File: src/rtl/cqfp_pkg.sv
package cqfp_pkg;

  localparam int QUEUE_DEPTH = 16;
  localparam int IDX_W       = (QUEUE_DEPTH > 1) ? $clog2(QUEUE_DEPTH) : 1;
  localparam int CNT_W       = $clog2(QUEUE_DEPTH + 1);

  localparam int ID_W       = 16;
  localparam int PRIO_W     = 4;
  localparam int TIME_W     = 32;
  localparam int CAP_W      = 5;
  localparam int CFG_IDX_W  = 2;
  localparam int CFG_DATA_W = 5;
  localparam int CMP_W      = (CNT_W > CAP_W) ? CNT_W : CAP_W;

  localparam logic [CAP_W-1:0] CAP_RESET = 5'd16;

  localparam logic CMD_PUSH = 1'b0;
  localparam logic CMD_POP  = 1'b1;

  localparam logic MODE_FIFO = 1'b0;
  localparam logic MODE_PRIO = 1'b1;

  typedef enum logic [CFG_IDX_W-1:0] {
    REG_MODE = 2'd0,
    REG_CAP  = 2'd1
  } cfg_reg_t;

  typedef enum logic [1:0] {
    STAT_PUSHED = 2'd0,
    STAT_FULL   = 2'd1,
    STAT_POPPED = 2'd2,
    STAT_EMPTY  = 2'd3
  } status_t;

  typedef struct packed {
    logic [ID_W-1:0]   id;
    logic [PRIO_W-1:0] prio;
    logic [TIME_W-1:0] tstamp;
  } entry_t;

  // controller -> datapath
  typedef struct packed {
    logic    load;
    logic    push_wr;
    logic    scan_start;
    logic    scan_step;
    logic    shift_start;
    logic    shift_step;
    logic    pop_done;
    logic    res_load;
    status_t res_code;
  } dp_cmd_t;

  // datapath -> controller
  typedef struct packed {
    logic is_pop;
    logic count_zero;
    logic full;
    logic scan_done;
    logic shift_done;
    logic out_busy;
  } dp_stat_t;

endpackage

File: src/rtl/cqfp_ifs.sv
interface cqfp_in_if;
  logic                         valid;
  logic                         ready;
  logic                         command;
  logic [cqfp_pkg::ID_W-1:0]    conn_id;
  logic [cqfp_pkg::PRIO_W-1:0]  priority_req;
  logic [cqfp_pkg::TIME_W-1:0]  arrival_time;

  modport source (output valid, command, conn_id, priority_req, arrival_time, input ready);
  modport sink   (input valid, command, conn_id, priority_req, arrival_time, output ready);
endinterface

interface cqfp_out_if;
  logic                         valid;
  logic                         ready;
  logic [1:0]                   status;
  logic [cqfp_pkg::ID_W-1:0]    out_id;
  logic [cqfp_pkg::PRIO_W-1:0]  out_priority;
  logic [cqfp_pkg::TIME_W-1:0]  out_time;

  modport source (output valid, status, out_id, out_priority, out_time, input ready);
  modport sink   (input valid, status, out_id, out_priority, out_time, output ready);
endinterface

File: src/rtl/cqfp_datapath.sv
module cqfp_datapath (
  input  logic                              clk,
  input  logic                              rst_n,
  input  cqfp_pkg::dp_cmd_t                 cmd,
  output cqfp_pkg::dp_stat_t                stat,
  input  logic                              in_command,
  input  logic [cqfp_pkg::ID_W-1:0]         in_id,
  input  logic [cqfp_pkg::PRIO_W-1:0]       in_prio,
  input  logic [cqfp_pkg::TIME_W-1:0]       in_time,
  input  logic                              cfg_we,
  input  logic [cqfp_pkg::CFG_IDX_W-1:0]    cfg_index,
  input  logic [cqfp_pkg::CFG_DATA_W-1:0]   cfg_data,
  output logic                              out_valid,
  input  logic                              out_ready,
  output logic [1:0]                        out_status,
  output logic [cqfp_pkg::ID_W-1:0]         out_id,
  output logic [cqfp_pkg::PRIO_W-1:0]       out_prio,
  output logic [cqfp_pkg::TIME_W-1:0]       out_time
);

  cqfp_pkg::entry_t mem [cqfp_pkg::QUEUE_DEPTH];

  logic                            mode_r;
  logic [cqfp_pkg::CAP_W-1:0]      cap_r;
  logic [cqfp_pkg::CNT_W-1:0]      count_r;
  cqfp_pkg::entry_t                item_r;
  logic                            cmd_r;
  logic [cqfp_pkg::CNT_W-1:0]      ptr_r;
  logic                            rdv_r;
  logic [cqfp_pkg::IDX_W-1:0]      rdq_r;
  cqfp_pkg::entry_t                rdata_r;
  cqfp_pkg::entry_t                best_r;
  logic [cqfp_pkg::IDX_W-1:0]      best_idx_r;
  logic                            out_valid_r;
  cqfp_pkg::status_t               out_status_r;
  cqfp_pkg::entry_t                out_entry_r;

  logic [cqfp_pkg::CNT_W-1:0]      limit;
  logic                            rd_en;
  logic [cqfp_pkg::IDX_W-1:0]      raddr;
  logic                            take;
  logic                            we;
  logic [cqfp_pkg::IDX_W-1:0]      waddr;
  cqfp_pkg::entry_t                wdata;

  // FIFO mode looks at the head only
  assign limit = (mode_r == cqfp_pkg::MODE_PRIO) ? count_r : cqfp_pkg::CNT_W'(1);
  assign rd_en = (cmd.scan_step && (ptr_r < limit)) || (cmd.shift_step && (ptr_r < count_r));
  assign raddr = ptr_r[cqfp_pkg::IDX_W-1:0];
  assign take  = cmd.scan_step && rdv_r &&
                 ((rdq_r == '0) || (rdata_r.prio > best_r.prio));

  assign we    = cmd.push_wr || (cmd.shift_step && rdv_r);
  assign waddr = cmd.push_wr ? count_r[cqfp_pkg::IDX_W-1:0] : (rdq_r - 1'b1);
  assign wdata = cmd.push_wr ? item_r : rdata_r;

  always_ff @(posedge clk) begin
    if (we) begin
      mem[waddr] <= wdata;
    end
    if (rd_en) begin
      rdata_r <= mem[raddr];
      rdq_r   <= raddr;
    end
  end

  always_ff @(posedge clk) begin
    if (!rst_n) begin
      mode_r      <= cqfp_pkg::MODE_FIFO;
      cap_r       <= cqfp_pkg::CAP_RESET;
      count_r     <= '0;
      rdv_r       <= 1'b0;
      out_valid_r <= 1'b0;
    end else begin
      if (cfg_we) begin
        unique case (cqfp_pkg::cfg_reg_t'(cfg_index))
          cqfp_pkg::REG_MODE: mode_r <= cfg_data[0];
          cqfp_pkg::REG_CAP:  cap_r  <= cfg_data;
          default: ;
        endcase
      end
      rdv_r <= rd_en;
      if (cmd.push_wr) begin
        count_r <= count_r + 1'b1;
      end else if (cmd.pop_done) begin
        count_r <= count_r - 1'b1;
      end
      if (cmd.res_load) begin
        out_valid_r <= 1'b1;
      end else if (out_ready) begin
        out_valid_r <= 1'b0;
      end
    end
  end

  always_ff @(posedge clk) begin
    if (cmd.load) begin
      item_r.id     <= in_id;
      item_r.prio   <= in_prio;
      item_r.tstamp <= in_time;
      cmd_r         <= in_command;
    end
    if (cmd.scan_start) begin
      ptr_r <= '0;
    end else if (cmd.shift_start) begin
      // close up from the slot after the one taken
      ptr_r <= cqfp_pkg::CNT_W'(best_idx_r) + 1'b1;
    end else if (rd_en) begin
      ptr_r <= ptr_r + 1'b1;
    end
    if (take) begin
      best_r     <= rdata_r;
      best_idx_r <= rdq_r;
    end
    if (cmd.res_load) begin
      out_status_r <= cmd.res_code;
      out_entry_r  <= (cmd.res_code == cqfp_pkg::STAT_POPPED) ? best_r : '0;
    end
  end

  always_comb begin
    stat.is_pop     = (cmd_r == cqfp_pkg::CMD_POP);
    stat.count_zero = (count_r == '0);
    stat.full       = (cqfp_pkg::CMP_W'(count_r) >= cqfp_pkg::CMP_W'(cap_r)) ||
                      (count_r >= cqfp_pkg::CNT_W'(cqfp_pkg::QUEUE_DEPTH));
    stat.scan_done  = (ptr_r >= limit) && !rdv_r;
    stat.shift_done = (ptr_r >= count_r) && !rdv_r;
    stat.out_busy   = out_valid_r && !out_ready;
  end

  assign out_valid  = out_valid_r;
  assign out_status = out_status_r;
  assign out_id     = out_entry_r.id;
  assign out_prio   = out_entry_r.prio;
  assign out_time   = out_entry_r.tstamp;

endmodule

File: src/rtl/cqfp_ctrl.sv
module cqfp_ctrl (
  input  logic               clk,
  input  logic               rst_n,
  input  logic               in_valid,
  output logic               in_ready,
  input  cqfp_pkg::dp_stat_t stat,
  output cqfp_pkg::dp_cmd_t  cmd
);

  typedef enum logic [2:0] {
    ST_IDLE,
    ST_DECIDE,
    ST_SCAN,
    ST_SHIFT,
    ST_FINISH
  } state_t;

  state_t            state_r, state_nxt;
  cqfp_pkg::status_t res_r, res_nxt;

  always_comb begin
    cmd          = '0;
    cmd.res_code = res_r;
    state_nxt    = state_r;
    res_nxt      = res_r;
    unique case (state_r)
      ST_IDLE: begin
        if (in_valid) begin
          cmd.load  = 1'b1;
          state_nxt = ST_DECIDE;
        end
      end
      ST_DECIDE: begin
        if (!stat.is_pop) begin
          if (stat.full) begin
            res_nxt = cqfp_pkg::STAT_FULL;
          end else begin
            cmd.push_wr = 1'b1;
            res_nxt     = cqfp_pkg::STAT_PUSHED;
          end
          state_nxt = ST_FINISH;
        end else if (stat.count_zero) begin
          res_nxt   = cqfp_pkg::STAT_EMPTY;
          state_nxt = ST_FINISH;
        end else begin
          cmd.scan_start = 1'b1;
          state_nxt      = ST_SCAN;
        end
      end
      ST_SCAN: begin
        if (stat.scan_done) begin
          cmd.shift_start = 1'b1;
          state_nxt       = ST_SHIFT;
        end else begin
          cmd.scan_step = 1'b1;
        end
      end
      ST_SHIFT: begin
        if (stat.shift_done) begin
          cmd.pop_done = 1'b1;
          res_nxt      = cqfp_pkg::STAT_POPPED;
          state_nxt    = ST_FINISH;
        end else begin
          cmd.shift_step = 1'b1;
        end
      end
      ST_FINISH: begin
        // hold until the output register is free
        if (!stat.out_busy) begin
          cmd.res_load = 1'b1;
          state_nxt    = ST_IDLE;
        end
      end
      default: state_nxt = ST_IDLE;
    endcase
  end

  always_ff @(posedge clk) begin
    if (!rst_n) begin
      state_r <= ST_IDLE;
      res_r   <= cqfp_pkg::STAT_PUSHED;
    end else begin
      state_r <= state_nxt;
      res_r   <= res_nxt;
    end
  end

  assign in_ready = (state_r == ST_IDLE);

endmodule

File: src/rtl/connection_queue_fifo_or_priority_unit.sv
// Bounded queue of connection entries (id, priority, timestamp) in a single-port-read
// entry memory of QUEUE_DEPTH slots. Command 0 pushes at the tail (status full once the
// count reaches the capacity register or the depth); command 1 pops the head in FIFO
// mode, or the earliest entry of strictly highest priority in priority mode, and the
// entries behind it close up one slot each. One item is in work at a time, and a result
// may wait in the output register while the next item is taken. A push, a rejected push
// or a pop on empty goes from the decide state straight to the finish state. A pop
// scans the head only in FIFO mode or every entry in priority mode, then copies each
// entry behind the slot taken down by one: the memory's one read port is used once per
// entry, first for the priority scan and then for the close-up copy. The entry memory
// needs no clearing after reset; configuration writes take effect at once.
module connection_queue_fifo_or_priority_unit (
  input  logic                             clk,
  input  logic                             rst_n,
  cqfp_in_if.sink                          in_ch,
  cqfp_out_if.source                       out_ch,
  input  logic                             cfg_we,
  input  logic [cqfp_pkg::CFG_IDX_W-1:0]   cfg_index,
  input  logic [cqfp_pkg::CFG_DATA_W-1:0]  cfg_data
);

  cqfp_pkg::dp_cmd_t  cmd;
  cqfp_pkg::dp_stat_t stat;

  cqfp_ctrl u_ctrl (
    .clk      (clk),
    .rst_n    (rst_n),
    .in_valid (in_ch.valid),
    .in_ready (in_ch.ready),
    .stat     (stat),
    .cmd      (cmd)
  );

  cqfp_datapath u_dp (
    .clk        (clk),
    .rst_n      (rst_n),
    .cmd        (cmd),
    .stat       (stat),
    .in_command (in_ch.command),
    .in_id      (in_ch.conn_id),
    .in_prio    (in_ch.priority_req),
    .in_time    (in_ch.arrival_time),
    .cfg_we     (cfg_we),
    .cfg_index  (cfg_index),
    .cfg_data   (cfg_data),
    .out_valid  (out_ch.valid),
    .out_ready  (out_ch.ready),
    .out_status (out_ch.status),
    .out_id     (out_ch.out_id),
    .out_prio   (out_ch.out_priority),
    .out_time   (out_ch.out_time)
  );

endmodule
File: src/flat_wrapper.sv
// flat-port wrapper written by rule: the top's interface ports become plain ports
module connection_queue_fifo_or_priority_unit_flat 
  (clk, rst_n, cfg_we, cfg_index, cfg_data, in_ch_valid, in_ch_command, in_ch_conn_id, in_ch_priority_req, in_ch_arrival_time, in_ch_ready, out_ch_valid, out_ch_status, out_ch_out_id, out_ch_out_priority, out_ch_out_time, out_ch_ready);
  cqfp_in_if in_ch_i ();
  cqfp_out_if out_ch_i ();
  input  logic clk;
  input  logic rst_n;
  input  logic cfg_we;
  input  logic [cqfp_pkg::CFG_IDX_W-1:0] cfg_index;
  input  logic [cqfp_pkg::CFG_DATA_W-1:0] cfg_data;
  input wire logic [$bits(in_ch_i.valid)-1:0] in_ch_valid;
  input wire logic [$bits(in_ch_i.command)-1:0] in_ch_command;
  input wire logic [$bits(in_ch_i.conn_id)-1:0] in_ch_conn_id;
  input wire logic [$bits(in_ch_i.priority_req)-1:0] in_ch_priority_req;
  input wire logic [$bits(in_ch_i.arrival_time)-1:0] in_ch_arrival_time;
  output wire logic [$bits(in_ch_i.ready)-1:0] in_ch_ready;
  output wire logic [$bits(out_ch_i.valid)-1:0] out_ch_valid;
  output wire logic [$bits(out_ch_i.status)-1:0] out_ch_status;
  output wire logic [$bits(out_ch_i.out_id)-1:0] out_ch_out_id;
  output wire logic [$bits(out_ch_i.out_priority)-1:0] out_ch_out_priority;
  output wire logic [$bits(out_ch_i.out_time)-1:0] out_ch_out_time;
  input wire logic [$bits(out_ch_i.ready)-1:0] out_ch_ready;
  assign in_ch_i.valid = in_ch_valid;
  assign in_ch_i.command = in_ch_command;
  assign in_ch_i.conn_id = in_ch_conn_id;
  assign in_ch_i.priority_req = in_ch_priority_req;
  assign in_ch_i.arrival_time = in_ch_arrival_time;
  assign in_ch_ready = in_ch_i.ready;
  assign out_ch_valid = out_ch_i.valid;
  assign out_ch_status = out_ch_i.status;
  assign out_ch_out_id = out_ch_i.out_id;
  assign out_ch_out_priority = out_ch_i.out_priority;
  assign out_ch_out_time = out_ch_i.out_time;
  assign out_ch_i.ready = out_ch_ready;
  connection_queue_fifo_or_priority_unit u_core (.clk(clk), .rst_n(rst_n), .in_ch(in_ch_i), .out_ch(out_ch_i), .cfg_we(cfg_we), .cfg_index(cfg_index), .cfg_data(cfg_data));
endmodule
File: config.mk
export PLATFORM = sky130hd
export DESIGN_NAME = connection_queue_fifo_or_priority_unit_flat
export DESIGN_NICKNAME = d
export VERILOG_FILES = /design/src/rtl/cqfp_pkg.sv /design/src/rtl/cqfp_ifs.sv /design/src/rtl/cqfp_datapath.sv /design/src/rtl/cqfp_ctrl.sv /design/src/rtl/connection_queue_fifo_or_priority_unit.sv /design/src/flat_wrapper.sv
export SDC_FILE = /design/constraint.sdc
export NUM_CORES = 1
export LEC_CHECK = 0
export BUFFER_PORTS_ARGS = -buffer_cell sky130_fd_sc_hd__clkbuf_2
export CAP_MARGIN = 20
export CORE_MARGIN = 1
export CORE_UTILIZATION = 62
export DETAILED_ROUTE_END_ITERATION = 7
export PLACE_DENSITY = 0.75
export SYNTH_ARGS = -nofsm -noshare
export SYNTH_HDL_FRONTEND = slang
export SYNTH_HIERARCHICAL = 1
export SYNTH_SLANG_ARGS = --single-unit
File: constraint.sdc
create_clock -name clk -period 8.14 [get_ports clk]
set_input_delay 0.407 -clock clk [delete_from_list [all_inputs] [get_ports clk]]
set_output_delay 0.407 -clock clk [all_outputs]
set_load 0.005 [all_outputs]
==> flow_summary.json <==
{
  "io_buffer_count": 120,
  "layout-drive-gt1-share": 0.3028,
  "die_outline_width_um": 258.6,
  "comb_power_share": 0.149,
  "yosys_register_bits": 1074,
  "max-slew-margin-rel": 0.2577,
  "crit_path_max_incr_delay_ns": 0.92,
  "synthTopCellsByArea": "edfxtp_1 77%, mux4_2 14%, mux2_2 1.5%",
  "globalRoute.totalOverflow": 0,
  "clock-root-buffer": "clkbuf_16",
  "via_count": 18700,
  "cts.path.max_buffers": 3,
  "yosysWarningCount": 6,
  "synthFlopType": "edfxtp_1",
  "postCtsSetupRepairBufs": 0,
  "grtUsageTotal": 0.2594,
  "design.core.area_mm2": 0.06470,
  "cts_inserted_buffers": 103,
  "power.switching_fraction": 0.2324,
  "critical_path_class": "reg2reg",
  "wl_met3_mm": 6.456,
  "clk_pin_slew_ns": 0.07,
  "clock.fmax_mhz": 199.4,
  "initial_core_util": 0.6307,
  "mappedNetlistNets": 1841,
  "ys_seq_area_frac": 0.7847,
  "vias_in_the_first_global_route": 19759,
  "cell_internal_pwr_mw": 9.951,
  "synth_top_cell_area_share": 0.7734,
  "fin_worst_hold_slack_ns": 0.03186,
  "cp.required_ns": 8.44,
  "post-route-period-util": 0.6160,
  "critical_path_buf_inv_count": 3,
  "maxSlewViolCount": 0,
  "die_area_mm2": 0.06685,
  "clockPowerShare": 0.360,
  "tritoncts": "built",
  "synth-edff-count": 1051,
  "ys_types": 52,
  "status": "complete, no violations",
  "leak_nw": 14.75,
  "synth.cells.most_frequent": "1051 x edfxtp_1, 250 x mux4_2, 54 x and2_1, 53 x mux2_2, 40 x nor2_1",
  "dr.max_layer_used": "met4",
  "synth_most_common_cell": "edfxtp_1",
  "ioPinCount": 121,
  "fin_tns_setup_ns": 0,
  "critical_path.slowest_cell": "nor2_4",
  "antenna_cells": 0,
  "cellPowerDensity_mw_per_mm2": 279.1,
  "drtAntennaViolNets": 0,
  "clkLatencyLatePin_ns": 0.67,
  "fin_worst_skew_ns": 0.02290,
  "crit_fanout": 27,
  "worst_ir_drop_vdd_mv": 0.1901,
  "wl_met1_mm": 33.14,
  "max-cap-violations": 0,
  "numClockSinks": 1074,
  "crit_top_cell": "a21o_1",
  "detailed_place_hpwl_mm": 44.02,
  "critical_path.startpoint_type": "flip-flop",
  "layout.nets": 2084,
  "ctsHtreeMaxLevel": 3,
  "routed_wirelength_mm": 84.44,
  "post_synthesis_cell_area_mm2": 0.04081,
  "async_reset_ff_frac": 0,
  "p_sw_mw": 3.014,
  "timing_hold_violations_final": 0,
  "grt_pass1_wl_mm": 125.3,
  "met2_length_mm": 43.05,
  "worst_slew_pin_slew_ns": 1.111,
  "end_kind": "flip-flop",
  "dr.first_iter.drc_count": 2054,
  "critical_path.cell_chain": "inv_1 > ha_1 > nand2b_1 > a21o_1 > a21o_1 > a21o_1 > a211o_1 > nor4_4 > inv_2 > o21ai_0 > nand2_1 > nor2_4 > buf_4",
  "grt_antenna_before_repair": 0,
  "cp_top_family": "simple AND/OR/NAND/NOR gates",
  "timing.final.setup_violations": 0,
  "grt_max_degree": 74,
  "synth_top_area_cell": "edfxtp_1",
  "viasPerCell": 6.378,
  "rows": 93,
  "data_arrival_time_of_the_worst_path_ns": 5.31,
  "syn_area_per_cell_um2": 23.32,
  "die_height_um": 258.6,
  "route.detailed.drc": 0,
  "routedWlPerCell_um": 28.80,
  "rsz0062_at_grt": "false",
  "shortest_period_the_worst_path_allows_ns": 5.014,
  "hold_path.class": "in2reg",
  "syn_inst": 1750,
  "gp_routability_congestion": 0.8208,
  "flow.area_growth_from_synthesis_pct": 13.85,
  "sequential_fraction_of_design_power": 0.491,
  "drtPass1Iterations": 5
}
-- cell type report --
| cell class | instances | area [um^2] |
|---|---|---|
| Clock buffer | 125 | 2703 |
| Timing Repair Buffer | 215 | 1560 |
| Inverter | 24 | 90.09 |
| Multi-Input combinational cell | 575 | 8403 |
| Fill cell | 3567 | 18240 |
| Sequential cell | 1074 | 32030 |
| Tap cell | 855 | 1070 |
| Clock inverter | 64 | 598.1 |
-- flip-flops by register name, summed over array words and instances, names as in the netlist --
signal / count
u_core/u_ctrl/res_r: 2
u_core/u_ctrl/state_r: 3
u_core/u_dp/best_idx_r: 4
u_core/u_dp/best_r: 52
u_core/u_dp/cap_r: 5
u_core/u_dp/cmd_r: 1
u_core/u_dp/count_r: 5
u_core/u_dp/item_r: 52
u_core/u_dp/mem: 832
u_core/u_dp/mode_r: 1
u_core/u_dp/out_id: 16
u_core/u_dp/out_prio: 4
u_core/u_dp/out_status: 2
u_core/u_dp/out_time: 32
u_core/u_dp/out_valid: 1
u_core/u_dp/ptr_r: 5
u_core/u_dp/rdata_r: 52
u_core/u_dp/rdq_r: 4
u_core/u_dp/rdv_r: 1
-- per-layer routing --
layer  GRT usage  vias up
met1      0.3605     9826
met3     0.04255      131
li1            -     7825
met5           0        -
met2      0.4325      918
met4     0.07544        0
-- power groups by stage --
stage,clock network [mW],registers [mW],logic [mW]
floorplan,0,6.38,1.63
global placement,0,6.49,1.89
detailed placement,0,6.49,1.92
CTS,4.73,6.38,1.96
global route,4.92,6.39,2.05
finish,4.67,6.37,1.93
-- logic make-up after synthesis --
logic type,count (synthesis),share of synthesized area
compound gates,50,0.007727
xor+xnor,8,0.001717
fa+ha+maj,26,0.008156
buf+inv,101,0.01371
flops,1074,0.7847
mux,324,0.1617
simple gates,167,0.02226
-- worst register-to-register path: stages, from the launching register on --
cell and delay (ns):
dfxtp_1 0.45, inv_1 0.19, ha_1 0.30, nand2b_1 0.14
a21o_1 0.18, a21o_1 0.17, a21o_1 0.17, a211o_1 0.32
nor4_4 0.39, inv_2 0.21, o21ai_0 0.31, nand2_1 0.31
nor2_4 0.92, buf_4 0.57
-- layout by cell type (no fill, tap or decap), types with 16 or more instances in the layout --
master / n
clkbuf_16: 105
and2_1: 53
clkbuf_2: 120
nand2_1: 29
dlygate4sd3_1: 58
nor2_1: 24
clkinv_1: 31
inv_1: 23
ha_1: 25
nor2_4: 16
mux2_2: 53
edfxtp_1: 1051
clkbuf_1: 20
dfxtp_1: 19
mux4_2: 250
buf_4: 29
-- worst paths after layout --
path,start,end,slack [ns],cells after the start
worst max-delay path,u_core/u_dp/count_r[0]$_SDFFE_PN0P_,u_core/u_dp/mem[12][11]$_DFFE_PP_,3.13,13
worst min-delay path,cfg_data[0],u_core/u_dp/mode_r$_SDFFE_PN0P_,0.03,3
worst max register to register,u_core/u_dp/count_r[0]$_SDFFE_PN0P_,u_core/u_dp/mem[12][11]$_DFFE_PP_,3.13,13
worst min register to register,u_core/u_dp/rdata_r[5]$_DFFE_PP_,u_core/u_dp/best_r[5]$_DFFE_PP_,0.44,0
-- metrics by stage --
stage                     total power, mW  cell area (um^2)  instances    util  setup slack, ns
final                               12.97             46460       2932  0.7181            3.126
after global routing                13.36             46460       2932  0.7181            2.932
after CTS                           13.07             46340       2926  0.7163            3.095
after detailed placement            8.408             42460       2679  0.6563            3.158
after global placement              8.376             42410       2677  0.6556            3.280
after floorplan                     8.006             40810       1750       -            1.299
-- what timing repair did --
item | 4_1_cts | 5_1_grt
hold buffers | 58 | 0
gates resized for setup | 0 | 0
endpoints found under the hold margin | 57 | 0
Note: power is estimated with default switching activity, not from simulation.
